[src/rtl/tcw_pkg.sv]
// shared constants and types for the text console writer
package tcw_pkg;

  localparam int NUM_COLS_DEF  = 80;
  localparam int NUM_ROWS_DEF  = 25;
  localparam int TAB_WIDTH_DEF = 8;

  localparam logic [7:0] ATTR_RESET = 8'h1F;

  localparam logic [7:0] CH_BS    = 8'h08;
  localparam logic [7:0] CH_TAB   = 8'h09;
  localparam logic [7:0] CH_LF    = 8'h0A;
  localparam logic [7:0] CH_CR    = 8'h0D;
  localparam logic [7:0] CH_SPACE = 8'h20;

  typedef enum logic [1:0] {
    CMD_PUT   = 2'd0,
    CMD_CLEAR = 2'd1,
    CMD_SET   = 2'd2,
    CMD_WRITE = 2'd3
  } cmd_t;

endpackage

[src/rtl/tcw_ram.sv]
// generic single write port ram with registered read
module tcw_ram #(
  parameter int WIDTH = 16,
  parameter int DEPTH = 2000
) (
  input  logic                     clk,
  input  logic                     wr_en,
  input  logic [$clog2(DEPTH)-1:0] wr_addr,
  input  logic [WIDTH-1:0]         wr_data,
  input  logic [$clog2(DEPTH)-1:0] rd_addr,
  output logic [WIDTH-1:0]         rd_data
);

  logic [WIDTH-1:0] mem [DEPTH];

  always_ff @(posedge clk) begin
    if (wr_en) begin
      mem[wr_addr] <= wr_data;
    end
    rd_data <= mem[rd_addr];
  end

endmodule

[src/rtl/text_console_writer_core.sv]
// text console writer: cursor sequencer around one screen memory
// most commands: word registered, run in S_EXEC, result registered; new word only in S_IDLE
// tab: stop stepped from 0 in S_TAB, one stop step per cycle on the shared counter
// scroll: rows copied one row up in S_COPY, then blank last row in S_FILL, one cell per cycle
// clear: all cells blanked in S_FILL; one command at a time, input stalls while busy
// reset: synchronous, cursor to home, attribute to 0x1f, screen content undefined until cleared
module text_console_writer_core #(
  parameter int NUM_COLS  = tcw_pkg::NUM_COLS_DEF,
  parameter int NUM_ROWS  = tcw_pkg::NUM_ROWS_DEF,
  parameter int TAB_WIDTH = tcw_pkg::TAB_WIDTH_DEF
) (
  input  logic        clk,
  input  logic        rst,
  // input stream
  input  logic        s_tvalid,
  output logic        s_tready,
  input  logic [23:0] s_tdata,   // char_code[7:0], target_row[12:8], target_col[19:13]
  input  logic [1:0]  s_tuser,   // command[1:0]
  // result stream
  output logic        m_tvalid,
  input  logic        m_tready,
  output logic [15:0] m_tdata,   // cursor_row[4:0], cursor_col[11:5], scrolled[12]
  // attribute register write channel
  input  logic        cfg_valid,
  output logic        cfg_ready,
  input  logic [7:0]  cfg_data
);

  // geometry derived from the parameters
  localparam int CELL_COUNT = NUM_COLS * NUM_ROWS;
  localparam int ADDR_W     = $clog2(CELL_COUNT);
  localparam int ROW_W      = $clog2(NUM_ROWS);
  localparam int COL_W      = $clog2(NUM_COLS);
  // candidate column may overshoot the last column by up to one tab width
  localparam int CC_W       = $clog2(NUM_COLS + TAB_WIDTH + 1);
  localparam int IDX_MAX    = (CELL_COUNT > NUM_COLS + TAB_WIDTH) ?
                              CELL_COUNT : NUM_COLS + TAB_WIDTH;
  localparam int IDX_W      = $clog2(IDX_MAX + 1);

  typedef enum logic [2:0] {
    S_IDLE,
    S_EXEC,
    S_TAB,
    S_COPY,
    S_FILL,
    S_OUT
  } state_t;

  // cell index of a row/column pair
  function automatic logic [ADDR_W-1:0] cell_addr(input logic [ROW_W-1:0] r,
                                                  input logic [COL_W-1:0] c);
    cell_addr = ADDR_W'(32'(r) * 32'(NUM_COLS) + 32'(c));
  endfunction

  state_t              state, state_next;
  tcw_pkg::cmd_t       cmd;
  logic [7:0]          ch;
  logic [4:0]          trow;
  logic [6:0]          tcol;
  logic [7:0]          attr;
  logic [ROW_W-1:0]    cur_row, cur_row_next;
  logic [COL_W-1:0]    cur_col, cur_col_next;
  logic                scr, scr_next;
  // one shared counter: tab stop search, copy and fill sweeps
  logic [IDX_W-1:0]    idx, idx_next;
  logic                cp_vld, cp_vld_next;

  logic                ram_we;
  logic [ADDR_W-1:0]   ram_wa;
  logic [15:0]         ram_wd;
  logic [15:0]         ram_rd;

  // advance handling: candidate column, row step, then wrap and scroll
  logic                adv;
  logic [CC_W-1:0]     adv_col;
  logic                adv_inc_row;
  logic                wrap;
  logic [ROW_W:0]      row_plus;
  logic                need_scroll;

  logic                fin;
  logic                slot_free;
  logic                out_load;
  logic [COL_W-1:0]    bs_col;

  assign s_tready  = (state == S_IDLE);
  assign cfg_ready = 1'b1;
  assign slot_free = !m_tvalid || m_tready;

  tcw_ram #(
    .WIDTH (16),
    .DEPTH (CELL_COUNT)
  ) u_screen (
    .clk     (clk),
    .wr_en   (ram_we),
    .wr_addr (ram_wa),
    .wr_data (ram_wd),
    .rd_addr (idx[ADDR_W-1:0]),
    .rd_data (ram_rd)
  );

  assign wrap        = adv_col >= CC_W'(NUM_COLS);
  assign row_plus    = (ROW_W+1)'(cur_row) + (ROW_W+1)'(adv_inc_row || wrap);
  assign need_scroll = row_plus >= (ROW_W+1)'(NUM_ROWS);
  assign bs_col      = (cur_col != '0) ? COL_W'(cur_col - 1'b1) : '0;

  always_comb begin
    state_next   = state;
    cur_row_next = cur_row;
    cur_col_next = cur_col;
    scr_next     = scr;
    idx_next     = idx;
    cp_vld_next  = cp_vld;
    ram_we       = 1'b0;
    ram_wa       = idx[ADDR_W-1:0];
    ram_wd       = {attr, tcw_pkg::CH_SPACE};
    adv          = 1'b0;
    adv_col      = CC_W'(cur_col);
    adv_inc_row  = 1'b0;
    fin          = 1'b0;
    out_load     = 1'b0;

    case (state)
      S_IDLE: begin
        if (s_tvalid) begin
          state_next = S_EXEC;
        end
      end

      S_EXEC: begin
        scr_next = 1'b0;
        case (cmd)
          tcw_pkg::CMD_PUT: begin
            if (ch == tcw_pkg::CH_BS) begin
              // backspace at column 0 stays there and blanks that cell
              cur_col_next = bs_col;
              ram_we       = 1'b1;
              ram_wa       = cell_addr(cur_row, bs_col);
              fin          = 1'b1;
            end else if (ch == tcw_pkg::CH_TAB) begin
              idx_next   = '0;
              state_next = S_TAB;
            end else if (ch == tcw_pkg::CH_CR) begin
              cur_col_next = '0;
              fin          = 1'b1;
            end else if (ch == tcw_pkg::CH_LF) begin
              adv         = 1'b1;
              adv_col     = '0;
              adv_inc_row = 1'b1;
            end else if (ch >= tcw_pkg::CH_SPACE) begin
              ram_we  = 1'b1;
              ram_wa  = cell_addr(cur_row, cur_col);
              ram_wd  = {attr, ch};
              adv     = 1'b1;
              adv_col = CC_W'(cur_col) + CC_W'(1);
            end else begin
              // other control codes are ignored
              fin = 1'b1;
            end
          end
          tcw_pkg::CMD_CLEAR: begin
            cur_row_next = '0;
            cur_col_next = '0;
            idx_next     = '0;
            state_next   = S_FILL;
          end
          tcw_pkg::CMD_SET: begin
            // out of range targets saturate to the last row / column
            cur_row_next = (32'(trow) < NUM_ROWS) ? ROW_W'(trow) : ROW_W'(NUM_ROWS - 1);
            cur_col_next = (32'(tcol) < NUM_COLS) ? COL_W'(tcol) : COL_W'(NUM_COLS - 1);
            fin          = 1'b1;
          end
          tcw_pkg::CMD_WRITE: begin
            // out of range writes are dropped
            if (32'(trow) < NUM_ROWS && 32'(tcol) < NUM_COLS) begin
              ram_we = 1'b1;
              ram_wa = cell_addr(ROW_W'(trow), COL_W'(tcol));
              ram_wd = {attr, ch};
            end
            fin = 1'b1;
          end
          default: begin
            fin = 1'b1;
          end
        endcase
      end

      S_TAB: begin
        // step the stop by one tab width until it passes the cursor
        if (idx <= IDX_W'(cur_col)) begin
          idx_next = idx + IDX_W'(TAB_WIDTH);
        end else begin
          adv     = 1'b1;
          adv_col = CC_W'(idx);
        end
      end

      S_COPY: begin
        // read cell idx, write it one row up in the next cycle
        if (idx < IDX_W'(CELL_COUNT)) begin
          idx_next    = idx + IDX_W'(1);
          cp_vld_next = 1'b1;
        end else begin
          cp_vld_next = 1'b0;
        end
        if (cp_vld) begin
          ram_we = 1'b1;
          ram_wa = ADDR_W'(idx - IDX_W'(NUM_COLS + 1));
          ram_wd = ram_rd;
        end
        if (idx == IDX_W'(CELL_COUNT) && !cp_vld) begin
          idx_next   = IDX_W'(CELL_COUNT - NUM_COLS);
          state_next = S_FILL;
        end
      end

      S_FILL: begin
        ram_we   = 1'b1;
        idx_next = idx + IDX_W'(1);
        if (idx == IDX_W'(CELL_COUNT - 1)) begin
          fin = 1'b1;
        end
      end

      S_OUT: begin
        if (slot_free) begin
          out_load   = 1'b1;
          state_next = S_IDLE;
        end
      end

      default: begin
        state_next = S_IDLE;
      end
    endcase

    // wrap to the next row and scroll past the last row
    if (adv) begin
      if (need_scroll) begin
        cur_row_next = ROW_W'(NUM_ROWS - 1);
        cur_col_next = '0;
        scr_next     = 1'b1;
        idx_next     = IDX_W'(NUM_COLS);
        cp_vld_next  = 1'b0;
        state_next   = S_COPY;
      end else begin
        cur_row_next = row_plus[ROW_W-1:0];
        cur_col_next = wrap ? '0 : adv_col[COL_W-1:0];
        fin          = 1'b1;
      end
    end

    // hand the result straight to the output register when it is free
    if (fin) begin
      if (slot_free) begin
        out_load   = 1'b1;
        state_next = S_IDLE;
      end else begin
        state_next = S_OUT;
      end
    end
  end

  always_ff @(posedge clk) begin
    if (rst) begin
      state    <= S_IDLE;
      cur_row  <= '0;
      cur_col  <= '0;
      scr      <= 1'b0;
      idx      <= '0;
      cp_vld   <= 1'b0;
      attr     <= tcw_pkg::ATTR_RESET;
      m_tvalid <= 1'b0;
    end else begin
      state   <= state_next;
      cur_row <= cur_row_next;
      cur_col <= cur_col_next;
      scr     <= scr_next;
      idx     <= idx_next;
      cp_vld  <= cp_vld_next;
      if (cfg_valid) begin
        attr <= cfg_data;
      end
      if (out_load) begin
        m_tvalid <= 1'b1;
      end else if (m_tready) begin
        m_tvalid <= 1'b0;
      end
    end
  end

  // payload registers, no reset needed
  always_ff @(posedge clk) begin
    if (s_tvalid && s_tready) begin
      cmd  <= tcw_pkg::cmd_t'(s_tuser);
      ch   <= s_tdata[7:0];
      trow <= s_tdata[12:8];
      tcol <= s_tdata[19:13];
    end
    if (out_load) begin
      m_tdata <= {3'b000, scr_next, 7'(cur_col_next), 5'(cur_row_next)};
    end
  end

endmodule
[config.mk]
export PLATFORM = sky130hd
export DESIGN_NAME = text_console_writer_core
export DESIGN_NICKNAME = d
export VERILOG_FILES = /design/src/rtl/tcw_pkg.sv /design/src/rtl/tcw_ram.sv /design/src/rtl/text_console_writer_core.sv
export SDC_FILE = /design/constraint.sdc
export NUM_CORES = 1
export LEC_CHECK = 0
export ABC_CLOCK_PERIOD_IN_PS = 9100
export BUFFER_PORTS_ARGS = -buffer_cell sky130_fd_sc_hd__buf_2
export CAP_MARGIN = 40
export CORE_UTILIZATION = 60
export CTS_CLUSTER_SIZE = 14
export DETAILED_ROUTE_END_ITERATION = 7
export PLACE_DENSITY_LB_ADDON = 0.15
export SETUP_SLACK_MARGIN = 0.15
export SLEW_MARGIN = 0
export SYNTH_ARGS = -nofsm -noshare
export SYNTH_HDL_FRONTEND = slang
export SYNTH_SLANG_ARGS = --single-unit
[constraint.sdc]
create_clock -name clk -period 9.1 [get_ports clk]
set_input_delay 0.455 -clock clk [delete_from_list [all_inputs] [get_ports clk]]
set_output_delay 0.455 -clock clk [all_outputs]
set_load 0.1 [all_outputs]
# Word-level counts from Yosys, hierarchy flattened
# Index checks and enable logic that the tools add are counted.
# Widths: inputs -> output; s select.
# op_classes
n_mux,80
n_shift,0
reduce_logical,12
div_mod_pow,0
eq_ne,14
bitwise,0
order_cmp,7
addsub,5
n_mul,0
# ops
operator,n
$mux 7,16
$mux 11,7
$pmux 11 s4,1
$mux 1,34
$eq 8x4->1 const B,4
$mux 3,9
$eq 11x11->1 const B,2
$pmux 11 s2,1
$pmux 7 s3,1
$mux 5,4
$pmux 3 s5,1
$pmux 7 s2,1
$add 11x1->11 const B,1
$add 11x4->11 const B,1
$le 11x7->1,1
$lt 11x11->1 const B,1
$pmux 5 s2,1
$ge 8x6->1 const B,1
$add 7x1->7 const B,1
$ge 7x7->1 const B,1
$lt 7x7->1 const B,1
$reduce_bool 7->1,1
$sub 7x1->7 const B,1
$add 5x1->6,1
other kinds (16),25
# word_totals
in_bits,39
register_bits,64
wordCells,130
out_inout_bits,19
memories,0
latch_bits,0
romBits,0
mem_bits_rw,0

# Logic depth before layout (Yosys ltp)
# Gate-level depths: netlist of run 1.
# depth
ltp_word,16
ltp_mapped,20
ltp_nobuf,18

# Worst setup path after synthesis of run 1
# No wires, ideal clock.
# synth_path
path_type,register to register
startpoint,reg cur_col[2]
endpoint,reg m_tdata[0] (enable)
path_buffers,1
setup_slack_ps,4075
setup_ps,384
t_arrival_ps,4641
stages_incl_launch_ff,20
cell_sequence,dfxtp_1 -> clkbuf_1 -> inv_1 -> ha_1 -> a21oi_1 -> o221ai_1 -> a31o_1 -> and2_1 -> a221oi_4 -> a21oi_1 -> a41o_1 -> ha_1 -> ha_1 -> nor4_1 -> a311o_1 -> a31oi_1 -> a21oi_1 -> a311o_1 -> a31oi_1 -> nor2b_1
# synth_via
elab_chain_len,15
word_cells_on_any_way,19
cone_classes,add/sub (2); order compare (3); mux (13); reduce/logical (1)
# synth_rtl
item,line,rtl
"start, declared",text_console_writer_core.sv:62,"logic [COL_W-1:0] cur_col, cur_col_next;"
"start signal, assigned",text_console_writer_core.sv:277,cur_col <= cur_col_next;
$add 7x1->7,text_console_writer_core.sv:155,adv_col = CC_W'(cur_col) + CC_W'(1);
$mux 7,text_console_writer_core.sv:150,end else if (ch >= tcw_pkg::CH_SPACE) begin
$mux 7,text_console_writer_core.sv:146,end else if (ch == tcw_pkg::CH_LF) begin
$mux 7,text_console_writer_core.sv:143,end else if (ch == tcw_pkg::CH_CR) begin
$mux 7,text_console_writer_core.sv:140,end else if (ch == tcw_pkg::CH_TAB) begin
$mux 7,text_console_writer_core.sv:134,if (ch == tcw_pkg::CH_BS) begin
$mux 7,text_console_writer_core.sv:132,case (cmd)
$pmux 7 s2,text_console_writer_core.sv:123,case (state)
$ge 7x7->1,text_console_writer_core.sv:102,assign wrap = adv_col >= CC_W'(NUM_COLS);
$logic_or 1x1->1,text_console_writer_core.sv:103,assign row_plus = (ROW_W+1)'(cur_row) + (ROW_W+1)'(adv_inc_row || wrap);
$add 5x1->6,text_console_writer_core.sv:103,
$ge 6x5->1,text_console_writer_core.sv:104,assign need_scroll = row_plus >= (ROW_W+1)'(NUM_ROWS);
$mux 1,text_console_writer_core.sv:239,if (need_scroll) begin
$mux 1 (*),text_console_writer_core.sv:238,if (adv) begin
$mux 1 (*),text_console_writer_core.sv:254,if (fin) begin
via out_load,text_console_writer_core.sv:83,logic out_load;
"end signal, assigned",text_console_writer_core.sv:301,"m_tdata <= {3'b000, scr_next, 7'(cur_col_next), 5'(cur_row_next)};"
"end, declared",text_console_writer_core.sv:22,"output logic [15:0] m_tdata,"
# The timed path passes the listed nets; every way through them passes the cells marked *.
# A chain may end at the register's enable or synchronous reset.

# Worst setup path in the final report of run 1
# layout_path
startpoint,reg cur_col[4]
endpoint,reg m_tdata[5] (enable)
# Same word-level chain as after synthesis.

==> results.sh, run 1 <==
export IMPL_routed_wl_mm=10.9
export IMPL_grt_pass1_wl_mm=17.5
export IMPL_synth_flop_cell="edfxtp_1"
export IMPL_ios=58
export IMPL_route_detailed_drc=0
export IMPL_crit_arrival_ns=5.78
export IMPL_outcome="complete, no violations"
export IMPL_critPathCaptureType="flop"
export IMPL_synth_edf_count=35
export IMPL_synth_top_area_share_pct=24.6
export IMPL_ir_drop_mv=0.113
export IMPL_maxSlewViolCount=0
export IMPL_vias_per_cell=6.53
export IMPL_synth_top_area_cell="edfxtp_1"
export IMPL_r2r_start="cur_col[4]"
export IMPL_clockRootBuffer="clkbuf_8"
export IMPL_die_x_um=86.4
export IMPL_fmax_ghz=0.176
export IMPL_cp_max_fo=13
export IMPL_tns_ns=0
export IMPL_ant_nets=0
export IMPL_cts_hold_buf=0
export IMPL_async_reset_ff_share_pct=0
export IMPL_synth_compound_area_share_pct=24.8
export IMPL_place_congestion=0.924
export IMPL_worst_setup_path_start_kind="flop"
export IMPL_drive_above_1_share_pct=16.4
export IMPL_synth_xor_xnor_area_share_pct=1.02
export IMPL_drt_initial_drc_count=386
export IMPL_synthAdderAreaFrac_pct=5.85
export IMPL_clock_latency_ns=0.36
export IMPL_yosys_top_cells_area="edfxtp_1 25%, dfxtp_1 14%, ha_1 5.9%, a21oi_1 4.0%, nand2_1 3.8%"
export IMPL_setup_viol=0
export IMPL_synth_seq_cells=64
export IMPL_antenna_found_initial=0
export IMPL_diodes=0
export IMPL_slew_headroom_pct=40.2
export IMPL_cts_buffers=9
export IMPL_post_synth_num_cell_types=82
export IMPL_synth_mux_area_share_pct=1.17
export IMPL_min_path_type="in -> reg"
export IMPL_htreeDepth=3
export IMPL_worst_pin_slew_ns=0.890
export IMPL_area_delta_synth_final_pct=10.2
export IMPL_wl_per_cell_um=18.0
export IMPL_power_density_nw_per_um2=190
export IMPL_fin_skew_ns=0.0122
export IMPL_min_delay_start="s_tdata[6]"
export IMPL_dpl_hpwl_mm=7.77
export IMPL_fin_crit_sh_pct=62.4
export IMPL_synth_simple_area_share_pct=23.7
export IMPL_final_util_pct=69.0
export IMPL_rsz0062_at_grt="false"
export IMPL_leakagePower_nw=1.77
export IMPL_portBuffers=40
export IMPL_grt_overflow=0
export IMPL_crit_type="reg -> reg"
export IMPL_clk_path_buf_depth=2
export IMPL_critPathLaunch="cur_col[4]"
export IMPL_rows=30
export IMPL_post_cts_buffers=0
export IMPL_crit_required_ns=9.20
export IMPL_maxCapViolCount=0
export IMPL_final_min_clock_period_ns=5.68
export IMPL_syn_area_per_cell_um2=9.02
export IMPL_synth_top_family_by_area="compound AO/OA/AOI/OAI gates"
export IMPL_synth_warnings=0
export IMPL_syn_inst=474
export IMPL_met1_usage_pct=43.2
export IMPL_yosysSeqAreaShare_pct=38.2
export IMPL_yosysMostFrequentCell="nand2_1"
export IMPL_first_pass_iters=6
export IMPL_met3_usage_pct=4.76
export IMPL_cts_tree="yes"
export IMPL_met2_usage_pct=47.7
export IMPL_yosys_top_cells_count="43 x nand2_1, 36 x nor2_1, 35 x edfxtp_1"
export IMPL_die_h_um=86.4
export IMPL_busiest_layer="met2"
export IMPL_core_um2=6830
export IMPL_vias=3940
export IMPL_layout_nets=561
export IMPL_grt_pass1_vias=3482
export IMPL_hold_viol_final=0
export IMPL_grt_max_degree=23
export IMPL_cts_resized=0
export IMPL_syn_area_um2=4280
export IMPL_grt_total_usage_pct=30.9
export IMPL_clk_transition_reported_paths_ns=0.08
export IMPL_clock_sinks=64
export IMPL_start_util_pct=62.6
export IMPL_die_area_um2=7470
-- cell type report --
cell class                      instances  area [µm²]
Clock buffer                           10         138
Inverter                               18        67.6
Multi-Input combinational cell        365        2430
Tap cell                               96         120
Fill cell                             566        2120
Sequential cell                        64        1630
Timing Repair Buffer                   44         238
Clock inverter                          6        82.6
-- sequential cells by signal (all words and copies together) (netlist names), 2 cells and up --
register	cells
trow	5
idx	11
m_tdata	13
tcol	7
cur_row	5
ch	8
cur_col	7
cmd	2
state	3
-- cells in the final DEF, fill, tap and decap left out, types with 9 or more instances in the layout --
cell type,Yosys,routed
a21oi_1,34,34
nor2b_1,9,9
buf_2,7,40
a31oi_1,20,20
o21ai_0,23,23
nand3_1,16,16
nand2_1,43,43
inv_1,18,18
edfxtp_1,35,35
clkbuf_8,0,10
dfxtp_1,29,29
ha_1,20,20
nor2_1,36,36
and2_1,10,10
nor3_1,14,14
-- metrics by stage --
stage	worst slack, ns	area (µm²)	total power, mW	cells	hold slack [ns]
detailed placement	3.60	4490	0.618	587	0.461
global route	3.11	4710	0.928	603	0.266
CTS	3.55	4710	0.890	603	0.271
global placement	3.13	4470	0.612	585	0.451
finish	3.42	4710	0.894	603	0.274
floorplan	4.07	4280	0.566	476	0.431
-- worst max-delay path: stages, from the launching register on --
cell	delay (ns)
dfxtp_1	0.62
inv_1	0.20
ha_1	0.38
nand4_1	0.10
o221ai_1	0.42
a31o_1	0.32
nand2_1	0.13
a31oi_2	0.44
a21oi_1	0.08
a41o_1	0.25
ha_1	0.23
ha_1	0.35
nor4_1	0.07
a311o_1	0.32
a31oi_1	0.38
a21oi_1	0.18
a311o_1	0.36
a31oi_1	0.27
nor2b_1	0.10
buf_4	0.21
-- report_power, final --
group / switching [mW] / total (mW) / internal [mW]
sequential: 0.0260 / 0.361 / 0.335
combinational: 0.185 / 0.257 / 0.0720
clock: 0.116 / 0.276 / 0.160
total: 0.327 / 0.894 / 0.567
-- metal layers --
| metal | vias up | part of all wire, % |
|---|---|---|
| li1 | 1847 | - |
| met2 | 219 | 45 |
| met5 | - | 0 |
| met3 | 26 | 8.1 |
| met1 | 1848 | 44 |
| met4 | 0 | 2.9 |
-- final timing paths --
check	end	slack [ns]	depth (start not counted)
worst max-delay path	m_tdata[5]	3.42	19
worst max register to register	m_tdata[5]	3.42	19
worst min register to register	cp_vld	0.47	2
worst min-delay path	ch[6]	0.27	1
-- cells by family (layout without fill, tap and decap cells) --
family          count (synthesis)  in the layout
xor+xnor                        5              5
fa+ha+maj                      20             20
compound gates                146            146
other cells                     2              4
simple gates                  185            185
buf+inv                        47             78
flops                          64             64
mux                             5              5
No activity file was read; power rests on OpenSTA's default activity.
==> inputs of run 2 (changes only) <==
Settings changed: ABC_CLOCK_PERIOD_IN_PS 9100 to 5900, CORE_UTILIZATION 60 to 58.
Clock period 9.1 ns to 5.9 ns, I/O delays scaled along.
==> run 2 against run 1 <==
Compared with the run above:
- critical path depth is the same
- clock power is 37% higher
- die area up 3.4%
- flip-flop and latch count is the same
- routed wire length up 1.1%
- sequential power rose by 54%
- clock skew hardly changed
- largest power group unchanged
==> results.sh, run 2 (synthesized netlist as in run 1, its figures left out) <==
export IMPL_clock_sinks=64
export IMPL_cts_resized=0
export IMPL_reg_top3="m_tdata: 13 flops, idx: 11 flops, ch: 8 flops"
export IMPL_die_x_um=87.9
export IMPL_area_delta_synth_final_pct=11.0
export IMPL_core_um2=6940
export IMPL_worst_setup_path_start_kind="flop"
export IMPL_cts_tree="yes"
export IMPL_final_common_cell="nand2_1"
export IMPL_rrSetupSlack_ns=0.47
export IMPL_rows=30
export IMPL_drt_initial_drc_count=394
export IMPL_cts_hold_buf=0
export IMPL_grt_pass1_wl_mm=17.7
export IMPL_grt_max_degree=23
export IMPL_min_path_type="in -> reg"
export IMPL_regMostFlops="m_tdata"
export IMPL_clk_path_buf_depth=2
export IMPL_portBuffers=40
export IMPL_ant_nets=0
export IMPL_maxCapViolCount=0
export IMPL_leakagePower_nw=1.80
export IMPL_route_detailed_drc=0
export IMPL_busiest_layer="met2"
export IMPL_crit_arrival_ns=5.54
export IMPL_crit_type="reg -> reg"
export IMPL_largest_reg_flops=13
export IMPL_maxSlewViolCount=0
export IMPL_antenna_found_initial=0
export IMPL_vias=3964
export IMPL_setup_viol=0
export IMPL_dp_slack_ns=0.683
export IMPL_grt_total_usage_pct=30.5
export IMPL_fmax_ghz=0.184
export IMPL_wl_per_cell_um=18.0
export IMPL_post_cts_buffers=0
export IMPL_routed_wl_mm=11.0
export IMPL_tns_ns=0
export IMPL_outcome="complete, no violations"
export IMPL_grt_pass1_vias=3527
export IMPL_place_congestion=0.954
export IMPL_crit_required_ns=6.01
export IMPL_power_density_nw_per_um2=282
export IMPL_met2_usage_pct=45.0
export IMPL_cp_max_fo=13
export IMPL_ios=58
export IMPL_die_h_um=87.9
export IMPL_diodes=0
export IMPL_met3_usage_pct=6.13
export IMPL_clockRootBuffer="clkbuf_8"
export IMPL_drive_above_1_share_pct=17.8
export IMPL_slew_headroom_pct=48.8
export IMPL_hold_viol_final=0
export IMPL_clock_latency_ns=0.36
export IMPL_grt_overflow=0
export IMPL_fin_skew_ns=0.0127
export IMPL_critPathCaptureType="flop"
export IMPL_htreeDepth=3
export IMPL_cts_buffers=9
export IMPL_dpl_hpwl_mm=7.74
export IMPL_final_cell_mix="43 x nand2_1, 40 x buf_2, 36 x nor2_1"
export IMPL_layout_nets=570
export IMPL_setup_ws_ns=0.469
export IMPL_fin_crit_sh_pct=92.0
export IMPL_final_min_clock_period_ns=5.43
export IMPL_vias_per_cell=6.48
export IMPL_rsz0062_at_grt="false"
export IMPL_ir_drop_mv=0.135
export IMPL_worst_pin_slew_ns=0.762
export IMPL_start_util_pct=61.6
export IMPL_clk_transition_reported_paths_ns=0.08
export IMPL_met1_usage_pct=42.9
export IMPL_die_area_um2=7720
export IMPL_first_pass_iters=5
run 2: cell types whose count changed in the layout (fill, tap and decap cells not counted):
cell | before | now
clkbuf_8 | 10 | 9
clkinv_4 | 0 | 1
bufinv_16 | 2 | 1
clkinv_1 | 2 | 0
clkbuf_1 | 0 | 2
buf_4 | 3 | 12
clkinv_2 | 0 | 1
run 2: path summary, 6_finish.rpt:
| path | start | endpoint | depth (start not counted) |
|---|---|---|---|
| hold / removal | s_tdata[10] | trow[2] | 1 |
| setup reg to reg | cur_col[2] | m_tdata[9] | 19 |
| setup / recovery | cur_col[2] | m_tdata[9] | 19 |
| hold reg to reg | cp_vld | cp_vld | 2 |
run 2: per-layer routing:
metal  vias up  wire (µm)
li1       1868          -
met1      1822       4770
met3        34       1120
met4         0        297
met5         -          0
met2       240       4800
run 2: critical path: stages, from the launching register on:
cell and delay (ns):
dfxtp_1 0.55, inv_1 0.21, ha_1 0.37, nand4_1 0.10, o221ai_1 0.46, a31o_1 0.35, nand2_1 0.13, a31oi_2 0.44
a21oi_1 0.09, a41o_1 0.25, ha_1 0.23, ha_1 0.35, nor4_1 0.07, a311o_1 0.32, a31oi_1 0.25, a21oi_1 0.13
a311o_1 0.31, a31oi_1 0.26, nor2b_1 0.08, buf_4 0.21
run 2: area by class of cell:
class / count / area (µm²)
fill: 593 / 2200
timing repair buffer: 53 / 305
multi-input combinational: 365 / 2430
clock buffer: 11 / 131
sequential: 64 / 1630
tap: 96 / 120
inverter: 18 / 67.6
clock inverter: 5 / 58.8
run 2: power by group:
group	total [mW]	switching, mW	internal, mW
Combinational	0.404	0.289	0.115
Clock	0.378	0.182	0.195
Sequential	0.556	0.0395	0.517
run 2: through the flow:
| stage | std cells | power [mW] | util, % | hold WS (ns) | instance area [µm²] |
|---|---|---|---|---|---|
| finish | 612 | 1.34 | 68.4 | 0.106 | 4750 |
| global route | 612 | 1.39 | 68.4 | 0.0939 | 4750 |
| CTS | 612 | 1.33 | 68.4 | 0.107 | 4750 |
| detailed placement | 596 | 0.960 | 65.6 | 0.464 | 4560 |
| global placement | 595 | 0.950 | 65.4 | 0.454 | 4540 |
| floorplan | 476 | 0.873 | - | 0.394 | 4280 |
